### config.mk
export PLATFORM = sky130hd
export DESIGN_NAME = occupancy_light_controller_unit
export DESIGN_NICKNAME = d
export VERILOG_FILES = /design/src/olc_pkg.sv /design/src/olc_cfg_regs.sv /design/src/olc_state.sv /design/src/occupancy_light_controller_unit.sv
export SDC_FILE = /design/constraint.sdc
export NUM_CORES = 1
export LEC_CHECK = 0
export BUFFER_PORTS_ARGS = -buffer_cell sky130_fd_sc_hd__buf_2
export CAP_MARGIN = 20
export CORE_MARGIN = 2
export CORE_UTILIZATION = 60
export CTS_CLUSTER_SIZE = 40
export DETAILED_ROUTE_END_ITERATION = 12
export PLACE_DENSITY = 0.81
export SLEW_MARGIN = 20
export SYNTH_ARGS = -nofsm -noshare
export SYNTH_HDL_FRONTEND = slang
export SYNTH_SLANG_ARGS = --single-unit
export TNS_END_PERCENT = 1
### constraint.sdc
create_clock -name clock -period 8.04 [get_ports clock]
set_input_delay 0.804 -clock clock [delete_from_list [all_inputs] [get_ports clock]]
set_output_delay 0.804 -clock clock [all_outputs]
set_load 0.01 [all_outputs]
### src/olc_pkg.sv
package olc_pkg;

   // item kinds carried in tuser
   localparam logic ITEM_SENSOR = 1'b0;
   localparam logic ITEM_KEY    = 1'b1;

   // key codes
   localparam logic [2:0] KEY_MODE   = 3'd1;
   localparam logic [2:0] KEY_SELECT = 3'd2;
   localparam logic [2:0] KEY_TOGGLE = 3'd3;
   localparam logic [2:0] KEY_GEAR   = 3'd4;

   // register indexes
   localparam logic [1:0] CSR_LEAVE_DELAY = 2'd0;
   localparam logic [1:0] CSR_OFF_THR     = 2'd1;
   localparam logic [1:0] CSR_LOW_THR     = 2'd2;
   localparam logic [1:0] CSR_MID_THR     = 2'd3;

   localparam logic [31:0] LEAVE_DELAY_RST = 32'd30000;
   localparam logic [9:0]  OFF_THR_RST     = 10'd850;
   localparam logic [9:0]  LOW_THR_RST     = 10'd550;
   localparam logic [9:0]  MID_THR_RST     = 10'd250;

   typedef struct packed {
      logic [31:0] leave_delay_ms;
      logic [9:0]  off_threshold;
      logic [9:0]  low_gear_threshold;
      logic [9:0]  mid_gear_threshold;
   } olc_cfg_type;

   typedef struct packed {
      logic        mode;
      logic [2:0]  key_code;
      logic [9:0]  light_level;
      logic        presence_detected;
      logic [31:0] now_ms;
   } olc_item_type;

   typedef struct packed {
      logic [2:0] relay_mask;
      logic [2:0] on_mask;
      logic [1:0] gear_first;
      logic [1:0] gear_second;
      logic [1:0] gear_third;
      logic       manual_active;
      logic [1:0] selected_channel;
      logic       person_flag;
   } olc_rsp_type;

   function automatic logic [1:0] gear_for_level(input logic [9:0] level,
                                                 input olc_cfg_type cfg);
      logic [1:0] gear;
      if (level >= cfg.off_threshold) begin
         gear = 2'd0;
      end else if (level > cfg.low_gear_threshold) begin
         gear = 2'd1;
      end else if (level > cfg.mid_gear_threshold) begin
         gear = 2'd2;
      end else begin
         gear = 2'd3;
      end
      return gear;
   endfunction

endpackage

### src/olc_cfg_regs.sv
module olc_cfg_regs (
   input  logic                 clock,
   input  logic                 reset,
   input  logic                 csr_we,
   input  logic [1:0]           csr_addr,
   input  logic [31:0]          csr_wdata,
   output olc_pkg::olc_cfg_type cfg
);

   olc_pkg::olc_cfg_type cfg_ff;

   always_ff @(posedge clock) begin
      if (reset) begin
         cfg_ff.leave_delay_ms     <= olc_pkg::LEAVE_DELAY_RST;
         cfg_ff.off_threshold      <= olc_pkg::OFF_THR_RST;
         cfg_ff.low_gear_threshold <= olc_pkg::LOW_THR_RST;
         cfg_ff.mid_gear_threshold <= olc_pkg::MID_THR_RST;
      end else if (csr_we) begin
         unique case (csr_addr)
            olc_pkg::CSR_LEAVE_DELAY: cfg_ff.leave_delay_ms     <= csr_wdata;
            olc_pkg::CSR_OFF_THR:     cfg_ff.off_threshold      <= csr_wdata[9:0];
            olc_pkg::CSR_LOW_THR:     cfg_ff.low_gear_threshold <= csr_wdata[9:0];
            olc_pkg::CSR_MID_THR:     cfg_ff.mid_gear_threshold <= csr_wdata[9:0];
            default: ;
         endcase
      end
   end

   assign cfg = cfg_ff;

endmodule

### src/olc_state.sv
module olc_state #(
   parameter int CHANNELS = 3
) (
   input  logic                  clock,
   input  logic                  reset,
   input  logic                  update_en,
   input  olc_pkg::olc_item_type item,
   input  olc_pkg::olc_cfg_type  cfg,
   output olc_pkg::olc_rsp_type  rsp_next
);

   localparam int SEL_W = (CHANNELS > 1) ? $clog2(CHANNELS) : 1;
   localparam logic [SEL_W-1:0] LAST_SEL = SEL_W'(CHANNELS - 1);

   logic                manual_ff, manual_in;
   logic [SEL_W-1:0]    sel_ff, sel_in;
   logic [CHANNELS-1:0] on_ff, on_in;
   logic [1:0]          gear_ff [CHANNELS];
   logic [1:0]          gear_in [CHANNELS];
   logic                person_ff, person_in;
   logic [31:0]         deadline_ff, deadline_in;

   logic [1:0]          level_gear;
   logic                cur_on;
   logic [1:0]          cur_gear;
   logic [1:0]          toggle_gear;
   logic [1:0]          step_gear;
   logic                run_auto;
   logic [31:0]         arm_deadline;
   logic [CHANNELS-1:0] gear_nz_in;
   logic [CHANNELS-1:0] gear_nz_ff;
   logic [2:0]          on_mask3;
   logic [2:0]          relay_mask3;
   logic [1:0]          gear3 [3];

   assign level_gear  = olc_pkg::gear_for_level(item.light_level, cfg);
   assign cur_on      = on_ff[sel_ff];
   assign cur_gear    = gear_ff[sel_ff];
   // switching on from gear 0 lands on gear 1, switching off clears the gear
   assign toggle_gear = cur_on ? 2'd0 : ((cur_gear == 2'd0) ? 2'd1 : cur_gear);
   assign step_gear   = cur_gear + 2'd1;

   always_comb begin
      manual_in    = manual_ff;
      sel_in       = sel_ff;
      on_in        = on_ff;
      gear_in      = gear_ff;
      person_in    = person_ff;
      deadline_in  = deadline_ff;
      run_auto     = 1'b0;

      if (item.mode == olc_pkg::ITEM_SENSOR) begin
         if (!manual_ff) begin
            run_auto = 1'b1;
         end else begin
            person_in = item.presence_detected;
         end
      end else if (item.key_code == olc_pkg::KEY_MODE) begin
         manual_in   = ~manual_ff;
         deadline_in = '0;
         run_auto    = manual_ff;
      end else if (manual_ff) begin
         case (item.key_code)
            olc_pkg::KEY_SELECT: begin
               sel_in = (sel_ff == LAST_SEL) ? '0 : sel_ff + 1'b1;
            end
            olc_pkg::KEY_TOGGLE: begin
               on_in[sel_ff]   = ~cur_on;
               gear_in[sel_ff] = toggle_gear;
            end
            olc_pkg::KEY_GEAR: begin
               on_in[sel_ff]   = (step_gear != 2'd0);
               gear_in[sel_ff] = step_gear;
            end
            default: ;
         endcase
      end

      // zero deadline means unarmed; arming wraps at 32 bits
      arm_deadline = (deadline_in == '0) ? item.now_ms + cfg.leave_delay_ms : deadline_in;

      if (run_auto) begin
         person_in = item.presence_detected;
         if (item.presence_detected) begin
            deadline_in = '0;
            for (int i = 0; i < CHANNELS; i++) begin
               gear_in[i] = level_gear;
            end
            on_in = {CHANNELS{level_gear != 2'd0}};
         end else begin
            deadline_in = arm_deadline;
            if (item.now_ms >= arm_deadline) begin
               for (int i = 0; i < CHANNELS; i++) begin
                  gear_in[i] = 2'd0;
               end
               on_in = '0;
            end
         end
      end
   end

   always_ff @(posedge clock) begin
      if (reset) begin
         manual_ff   <= 1'b0;
         sel_ff      <= '0;
         on_ff       <= '0;
         person_ff   <= 1'b0;
         deadline_ff <= '0;
         for (int i = 0; i < CHANNELS; i++) begin
            gear_ff[i] <= 2'd0;
         end
      end else if (update_en) begin
         manual_ff   <= manual_in;
         sel_ff      <= sel_in;
         on_ff       <= on_in;
         person_ff   <= person_in;
         deadline_ff <= deadline_in;
         gear_ff     <= gear_in;
      end
   end

   // result fields, channels past the third are dropped
   for (genvar i = 0; i < CHANNELS; i++) begin : g_nz
      assign gear_nz_in[i] = (gear_in[i] != 2'd0);
      assign gear_nz_ff[i] = (gear_ff[i] != 2'd0);
   end

   for (genvar i = 0; i < 3; i++) begin : g_out
      if (i < CHANNELS) begin : g_have
         assign on_mask3[i]    = on_in[i];
         assign relay_mask3[i] = on_in[i] & gear_nz_in[i];
         assign gear3[i]       = gear_in[i];
      end else begin : g_none
         assign on_mask3[i]    = 1'b0;
         assign relay_mask3[i] = 1'b0;
         assign gear3[i]       = 2'd0;
      end
   end

   if (SEL_W >= 2) begin : g_sel_wide
      assign rsp_next.selected_channel = sel_in[1:0];
   end else begin : g_sel_narrow
      assign rsp_next.selected_channel = {1'b0, sel_in};
   end

   assign rsp_next.relay_mask    = relay_mask3;
   assign rsp_next.on_mask       = on_mask3;
   assign rsp_next.gear_first    = gear3[0];
   assign rsp_next.gear_second   = gear3[1];
   assign rsp_next.gear_third    = gear3[2];
   assign rsp_next.manual_active = manual_in;
   assign rsp_next.person_flag   = person_in;

`ifndef SYNTHESIS
   a_manual_unarmed: assert property (@(posedge clock) disable iff (reset)
      manual_ff |-> (deadline_ff == '0))
      else $error("leave deadline armed in manual mode");

   a_sel_range: assert property (@(posedge clock) disable iff (reset)
      sel_ff <= LAST_SEL)
      else $error("selected channel out of range");

   a_on_matches_gear: assert property (@(posedge clock) disable iff (reset)
      on_ff == gear_nz_ff)
      else $error("channel on flag disagrees with its gear");
`endif

endmodule

### src/occupancy_light_controller_unit.sv
// Channel  Dir  Handshake              Payload
// req      in   req_tvalid/req_tready  tuser: mode; tdata: key, level, presence, now
// rsp      out  rsp_tvalid/rsp_tready  tdata: masks, gears, mode, selection, presence
// csr      in   csr_we (no wait)       csr_addr: register index, csr_wdata: value
//
// One beat per cycle sustained while rsp is ready; a beat's result is on rsp once it
// has passed the input register, then the result register.
// The state update, the 32-bit deadline add and compare all sit between the two.
// Reset (synchronous, active high) restores auto mode, all channels off and
// the register defaults. A stalled rsp holds its beat and a full stall holds two;
// req takes a beat while the input register is empty or moving on.
module occupancy_light_controller_unit #(
   parameter int CHANNELS = 3
) (
   input  logic        clock,
   input  logic        reset,

   input  logic        req_tvalid,
   output logic        req_tready,
   input  logic [0:0]  req_tuser,   // [0] mode
   // [2:0] key_code, [12:3] light_level, [13] presence_detected,
   // [45:14] now_ms, [47:46] zero
   input  logic [47:0] req_tdata,

   output logic        rsp_tvalid,
   input  logic        rsp_tready,
   // [2:0] relay_mask, [5:3] on_mask, [7:6] gear_first, [9:8] gear_second,
   // [11:10] gear_third, [12] manual_active, [14:13] selected_channel,
   // [15] person_flag
   output logic [15:0] rsp_tdata,

   input  logic        csr_we,
   input  logic [1:0]  csr_addr,
   input  logic [31:0] csr_wdata
);

   olc_pkg::olc_cfg_type  cfg;
   olc_pkg::olc_item_type item_ff;
   olc_pkg::olc_rsp_type  rsp_next;
   olc_pkg::olc_rsp_type  rsp_ff;

   logic in_valid_ff, in_valid_in;
   logic out_valid_ff, out_valid_in;
   logic out_ready;
   logic advance;
   logic req_fire;

   // result register is free when empty or draining this cycle
   assign out_ready  = !out_valid_ff || rsp_tready;
   assign advance    = in_valid_ff && out_ready;
   assign req_tready = !in_valid_ff || advance;
   assign req_fire   = req_tvalid && req_tready;

   assign in_valid_in  = req_fire ? 1'b1 : (advance ? 1'b0 : in_valid_ff);
   assign out_valid_in = advance ? 1'b1 : (rsp_tready ? 1'b0 : out_valid_ff);

   always_ff @(posedge clock) begin
      if (reset) begin
         in_valid_ff  <= 1'b0;
         out_valid_ff <= 1'b0;
      end else begin
         in_valid_ff  <= in_valid_in;
         out_valid_ff <= out_valid_in;
      end
   end

   // payload registers, no reset
   always_ff @(posedge clock) begin
      if (req_fire) begin
         item_ff.mode              <= req_tuser[0];
         item_ff.key_code          <= req_tdata[2:0];
         item_ff.light_level       <= req_tdata[12:3];
         item_ff.presence_detected <= req_tdata[13];
         item_ff.now_ms            <= req_tdata[45:14];
      end
      if (advance) begin
         rsp_ff <= rsp_next;
      end
   end

   olc_cfg_regs u_cfg (
      .clock     (clock),
      .reset     (reset),
      .csr_we    (csr_we),
      .csr_addr  (csr_addr),
      .csr_wdata (csr_wdata),
      .cfg       (cfg)
   );

   // state advances exactly when the beat moves into the result register
   olc_state #(
      .CHANNELS (CHANNELS)
   ) u_state (
      .clock     (clock),
      .reset     (reset),
      .update_en (advance),
      .item      (item_ff),
      .cfg       (cfg),
      .rsp_next  (rsp_next)
   );

   assign rsp_tvalid = out_valid_ff;
   assign rsp_tdata  = {rsp_ff.person_flag, rsp_ff.selected_channel, rsp_ff.manual_active,
                        rsp_ff.gear_third, rsp_ff.gear_second, rsp_ff.gear_first,
                        rsp_ff.on_mask, rsp_ff.relay_mask};

`ifndef SYNTHESIS
   a_relay_is_on: assert property (@(posedge clock) disable iff (reset)
      rsp_tvalid |-> (rsp_ff.relay_mask == rsp_ff.on_mask))
      else $error("relay mask differs from on mask");

   a_take_fills_input: assert property (@(posedge clock) disable iff (reset)
      req_fire |=> in_valid_ff)
      else $error("taken beat not held in input register");

   a_advance_fills_output: assert property (@(posedge clock) disable iff (reset)
      advance |=> rsp_tvalid)
      else $error("advanced beat missing from result register");
`endif

endmodule
# Word level (Yosys, flattened, before mapping)
# Index checks and enable logic that the tools add are counted.
dict set report totals {
  reg_bits 172
  latchBits 0
  mem_bits_rw 0
  mem_bits_ro 0
  in_bits 88
  out_inout_bits 18
  wordCells 128
  memories 0
}
dict set report op_classes {
  add_sub_neg 3
  n_mul 0
  div 0
  n_lt_le_gt_ge 8
  n_eq_ne 8
  shifts 0
  muxes 54
  bitwise 6
  n_reduce_logical 22
}
# cell count
set ops {}
lappend ops {{$mux W32} 5}
lappend ops {{$mux W6} 6}
lappend ops {{$add A32 B32 Y32} 1}
lappend ops {{$ge A32 B32 Y1} 1}
lappend ops {{$logic_not A32 Y1} 1}
lappend ops {{$mux W2} 12}
lappend ops {{$gt A10 B10 Y1} 2}
lappend ops {{$mux W3} 6}
lappend ops {{$mux W1} 15}
lappend ops {{$reduce_bool A2 Y1} 7}
lappend ops {{$bwmux W6} 2}
lappend ops {{$pmux W6 S2} 1}
lappend ops {{$ge A10 B10 Y1} 1}
lappend ops {{$reduce_and A2 Y1} 4}
lappend ops {{$bwmux W3} 2}
lappend ops {{$eq A2 B2 Y1 const B} 3}
lappend ops {{$eq A3 B2 Y1 const B} 2}
lappend ops {{$pmux W3 S2} 1}
lappend ops {{$add A2 B1 Y2 const B} 2}
lappend ops {{$bmux W2 S2} 1}
lappend ops {{$demux W2 S2} 1}
lappend ops {{$logic_and A1 B1 Y1} 4}
lappend ops {{$logic_not A2 Y1} 2}
lappend ops {{$and A1 B1 Y1} 3}
lappend ops {{13 further kinds} 16}

# Longest topological paths before layout
dict set report depth {
  word_depth 17
  mapped_depth 19
  depth_no_buf 18
}

# Modules after synthesis
# From an unflattened synthesis, not the netlist that was laid out.
dict set report unflattened {
  cells_unflattened 1045
  hier_area_um2 10193.5
}
# mod instances cells_each area_per_inst_um2 seq_area_each_um2
set by_module_without_submodules {}
lappend by_module_without_submodules {olc_state 1 720 5594.1 900.9}
lappend by_module_without_submodules {olc_cfg_regs 1 252 2603.7 1241.2}
lappend by_module_without_submodules {occupancy_light_controller_unit 1 73 1995.7 1931.9}

# Worst setup path after synthesis
# OpenSTA, ideal clock, no wires.
dict set report synth_path {
  path_kind {register to register}
  startpoint {reg item_ff[0] in the netlist's numbering}
  endpoint {reg rsp_ff, in the netlist rsp_tdata[0], data pin}
  setup_time_ps 265
  t_arrival_ps 3871
  t_required_ps 7775
  slack_ps 3904
  path_stages_with_launch 18
  path_buffers 1
  synth_period_minus_slack_ps 4136
  path_cell_list {edfxtp_1 > ha_1 > fa_1 > a21o_2 > a221oi_4 > o31ai_4 > a2111oi_2 > nor3_2 > o211a_1 > a2bb2oi_1 > ha_1 > nand4_1 > nor3_1 > o221ai_1 > a41o_1 > buf_2 > a21oi_1 > a21oi_1}
}
# element line
set synth_lines {}
lappend synth_lines {{start: declaration} occupancy_light_controller_unit.sv:38} ;# olc_pkg::olc_item_type item_ff;
lappend synth_lines {{end signal: assignment} occupancy_light_controller_unit.sv:77} ;# rsp_ff <= rsp_next;
lappend synth_lines {{end: declaration} occupancy_light_controller_unit.sv:40} ;# olc_pkg::olc_rsp_type rsp_ff;

# Worst setup path in the final report
dict set report layout_path {
  startpoint {reg item_ff[0] in the netlist's numbering}
  endpoint {reg u_state.on_ff[1]}
}
dict set report layout_between {
  elab_chain_cells 6
}
# element line
set layout_rtl {}
lappend layout_rtl {{$add A32 B32 Y32} olc_state.sv:80} ;# arm_deadline = (deadline_in == '0) ? item.now_ms + cfg.leave_delay_ms : deadline_in;
lappend layout_rtl {{$mux W32} olc_state.sv:80}
lappend layout_rtl {{$ge A32 B32 Y1 *} olc_state.sv:92} ;# if (item.now_ms >= arm_deadline) begin
lappend layout_rtl {{$mux W3 *} olc_state.sv:92}
lappend layout_rtl {{$mux W3 *} olc_state.sv:84} ;# if (item.presence_detected) begin
lappend layout_rtl {{$mux W3 *} olc_state.sv:82} ;# if (run_auto) begin
lappend layout_rtl {{end signal: assignment} olc_state.sv:115} ;# on_ff <= on_in;
lappend layout_rtl {{end: declaration} olc_state.sv:17} ;# logic [CHANNELS-1:0] on_ff, on_in;
# Every way passes the cells marked *; elsewhere a longest branch is shown, timed or not.
# A chain may end at the register's enable or synchronous reset.

==> impl_results.md <==
- Die height: 132 um
- Longest Clk Path Bufs: 2
- Via/cell ratio: 5.91
- Hold-critical path depth: 2
- Power per cell area: 211 nW/um^2
- Number of flops mapped to enable cells by yosys: 63
- Internal Pwr Total: 0.00161 W
- Fin util: 69.2%
- Relative slew margins: 23.5%
- Final setup fails: 0
- Register-to-Register Path Depth: 16
- CTS Root Cell: clkbuf_16
- Register share of total power: 41.9%
- CTS tree: built
- Crit path depth: 16
- Net Count, Synth: 1257
- Max Cap Violations: 0
- Crit path time final: 5260 ps
- LEAKAGE: 4.71 nW
- Placed cell count: 1348
- Port bufs: 103
- Post-CTS Setup Inserts: 0
- # resized after CTS: 0
- Total Routing Usage GR: 27.2%
- Core Box Area: 15900 um^2
- Combinational share of power: 23.4%
- Synth Instances: 1071
- CP delay by family, top: compound AO/OA/AOI/OAI gates
- Ys async rst share: 0%
- Startpoint Class: flip-flop
- Die area: 17400 um^2
- Final wirelength: 23.2 mm
- Initial DRC Count: 658
- Starting density of the core: 61.7%
- Layout cells sized above 1: 14.9%
- Synthesized area per cell: 9.19 um^2
- Initial antenna violation count: 0
- Max-slew violation total from the final report: 0
- Synth unique cells: 77
- Clk slew on worst S/H paths: 70 ps
- Horiz. Die Dim: 132 um
- CP arrival: 5600 ps
- Drt drc: 0
- Final hold vios: 0
- HPWL after DPL: 16.4 mm
- Vias in the first global route: 7744
- Final period util: 65.4%
- GR Overflow Total: 0
- DP Area: 10500 um^2
- Clock Skew: 10.0 ps
- Seq/Total Area, Yosys: 41.4%
- Maximum clock frequency: 190 MHz
- Area Growth Syn to Fin: 12.1%
- Ys Warns: 0
- #FFs+latches synth: 172
- Routed length per instance: 16.8 um
- Total net switching power: 0.000722 W
- Worst Max-Slew Pin Slew: 1120 ps
- Nets: 1337
- Antenna viol nets, final: 0
- Final Instance Area: 11000 um^2
- Placer congestion estimate: 0.920
- CP Cell Sequence: ha_1, fa_1, a21o_2, a221oi_4, o31ai_4, a2111oi_2, nor3_2, o211a_1, a2bb2oi_1, ha_1, nand2_1, nor2_1, a2111oi_0, a41o_1, a21oi_1, a211oi_1
- Row Count: 46
- Post-synth top flop: dfxtp_1
- CTS buffer count: 17
- Sink Count: 172
- H-Tree Depth: 4
- CP max stage cell: a2111oi_0
- First-pass GRT wire length: 38.1 mm
- Switching Share: 31.0%
- Req. time, crit path: 8380 ps
- # IOs: 106
- Worst Hold Class: reg -> reg
- Clk pwr share: 34.7%
- Synth Cell Area: 9840 um^2
- Crit Path Class: reg -> reg
- First-pass detailed-route iteration total: 5
- VDD IR max: 0.000173 V
- Worst path bufs/invs: 0
- Most used cell, CP: ha_1
- Largest net degree at the start of global routing: 104
- N_diodes: 0
- Routed vias: 8161
- CP max FO: 9
- CP endpoint kind: flip-flop
- Clock latency on the worst-skew pair: 440 ps
- Setup_tns: 0 ps
- Status: finished, final reports clean
- RSZ-0062 raised after global routing: false
- Fillers: 1284
- CP peak stage delay: 940 ps
- Finished Layout Cells: 1380
- Cts hold-fix bufs: 0
[cells in the mapped netlist (20+ instances only)]
| cell | count | area, um^2 |
|---|---|---|
| o21ai_0 | 31 | 155 |
| inv_1 | 50 | 188 |
| a22oi_1 | 29 | 218 |
| clkbuf_1 | 38 | 143 |
| dfxtp_1 | 109 | 2180 |
| nor2_1 | 72 | 270 |
| a21oi_1 | 117 | 586 |
| edfxtp_1 | 63 | 1890 |
| nand2_1 | 165 | 619 |
| a21o_1 | 20 | 150 |
| ha_1 | 97 | 1210 |
[worst register-to-register path: cells and delay by family, from the launching register on]
family,cells,cell delay [ps]
adders and majority gates,3,940
AOI/OAI and AO/OA,10,3580
and+or+nand+nor,3,250
DFF,1,400
[kinds of logic (layout without fill, tap and decap cells)]
logic type | after synthesis | count (layout) | synth area share, %
fa+ha+maj | 98 | 98 | 12.5
buf+inv | 99 | 192 | 4.26
flops | 172 | 172 | 41.4
compound gates | 302 | 302 | 20.6
simple gates | 352 | 352 | 16.5
mux | 21 | 21 | 2.26
xor+xnor | 27 | 27 | 2.40
[stage by stage]
| stage | setup WS [ps] | hold slack [ps] | total power [W] |
|---|---|---|---|
| 2_1_floorplan | 3900 | 434 | 0.00138 |
| 3_3_place_gp | 3030 | 440 | 0.00151 |
| 3_5_place_dp | 2960 | 447 | 0.00152 |
| 4_1_cts | 2910 | 456 | 0.00233 |
| 5_1_grt | 2640 | 467 | 0.00245 |
| 6_report | 2780 | 456 | 0.00233 |
[registers in the layout (all words and copies together) (netlist names)]
name	cells
rsp_tdata	16
u_cfg.cfg	62
rsp_tvalid	1
in_valid_ff	1
u_state.deadline_ff	32
u_state.gear_ff	6
u_state.manual_ff	1
u_state.person_ff	1
u_state.on_ff	3
u_state.sel_ff	2
item_ff	47
[placed cells by master (no fill, tap or decap), types with 5 or more instances in the layout]
cell	synthesis	layout
a21oi_1	117	117
a22o_1	10	10
nor2b_1	14	14
inv_1	50	50
ha_1	97	97
nor2_1	72	72
nand2_1	165	165
dfxtp_1	109	109
clkbuf_16	0	19
o211ai_1	6	6
a211oi_1	17	17
edfxtp_1	63	63
nor3_1	10	10
xnor2_1	12	12
nand2b_1	10	10
a211o_1	12	12
mux2i_1	11	11
a21o_1	20	20
o21a_1	7	7
xor2_1	15	15
mux2_2	10	10
nand3_1	14	14
a22oi_1	29	29
nor4_1	8	8
buf_4	0	6
o21ai_0	31	30
nand3b_1	17	17
a2111oi_0	5	5
nand4_1	17	17
inv_6	0	5
buf_2	4	103
[final cells by class]
type | instances | area [um^2] | share of cell area, %
flip-flops and latches | 172 | 4070 | 36.9
well taps | 216 | 270 | 2.45
multi-input cells | 800 | 5360 | 48.6
repair buffers | 109 | 561 | 5.08
clock inverters | 11 | 95.1 | 0.862
clock buffers | 21 | 483 | 4.38
inverters | 51 | 191 | 1.73
[worst paths after layout]
kind / from / end / slack, ps
setup / recovery: item_ff[0]$_DFFE_PP_ / u_state.on_ff[1]$_SDFFE_PP0P_ / 2780
hold / removal: u_cfg.cfg[27]$_SDFFE_PP0P_ / u_cfg.cfg[27]$_SDFFE_PP0P_ / 460
setup reg to reg: item_ff[0]$_DFFE_PP_ / u_state.on_ff[1]$_SDFFE_PP0P_ / 2780
hold reg to reg: u_cfg.cfg[27]$_SDFFE_PP0P_ / u_cfg.cfg[27]$_SDFFE_PP0P_ / 460
[routing by layer]
metal,track usage [%],up-vias,wire length (um)
li1,-,4051,-
met1,36.1,3788,10500
met2,43.0,257,10600
met3,4.92,65,1340
met4,13.1,0,746
met5,0,-,0
[power by group through the flow]
| stage | registers [W] | clock network [W] | logic [W] |
|---|---|---|---|
| 3_5_place_dp | 0.000993 | 0 | 0.000531 |
| 2_1_floorplan | 0.000987 | 0 | 0.000394 |
| 6_report | 0.000975 | 0.000808 | 0.000545 |
| 3_3_place_gp | 0.000993 | 0 | 0.000517 |
| 4_1_cts | 0.000975 | 0.000816 | 0.000538 |
| 5_1_grt | 0.000979 | 0.000857 | 0.000609 |
No activity file was read; power rests on OpenSTA's default activity.
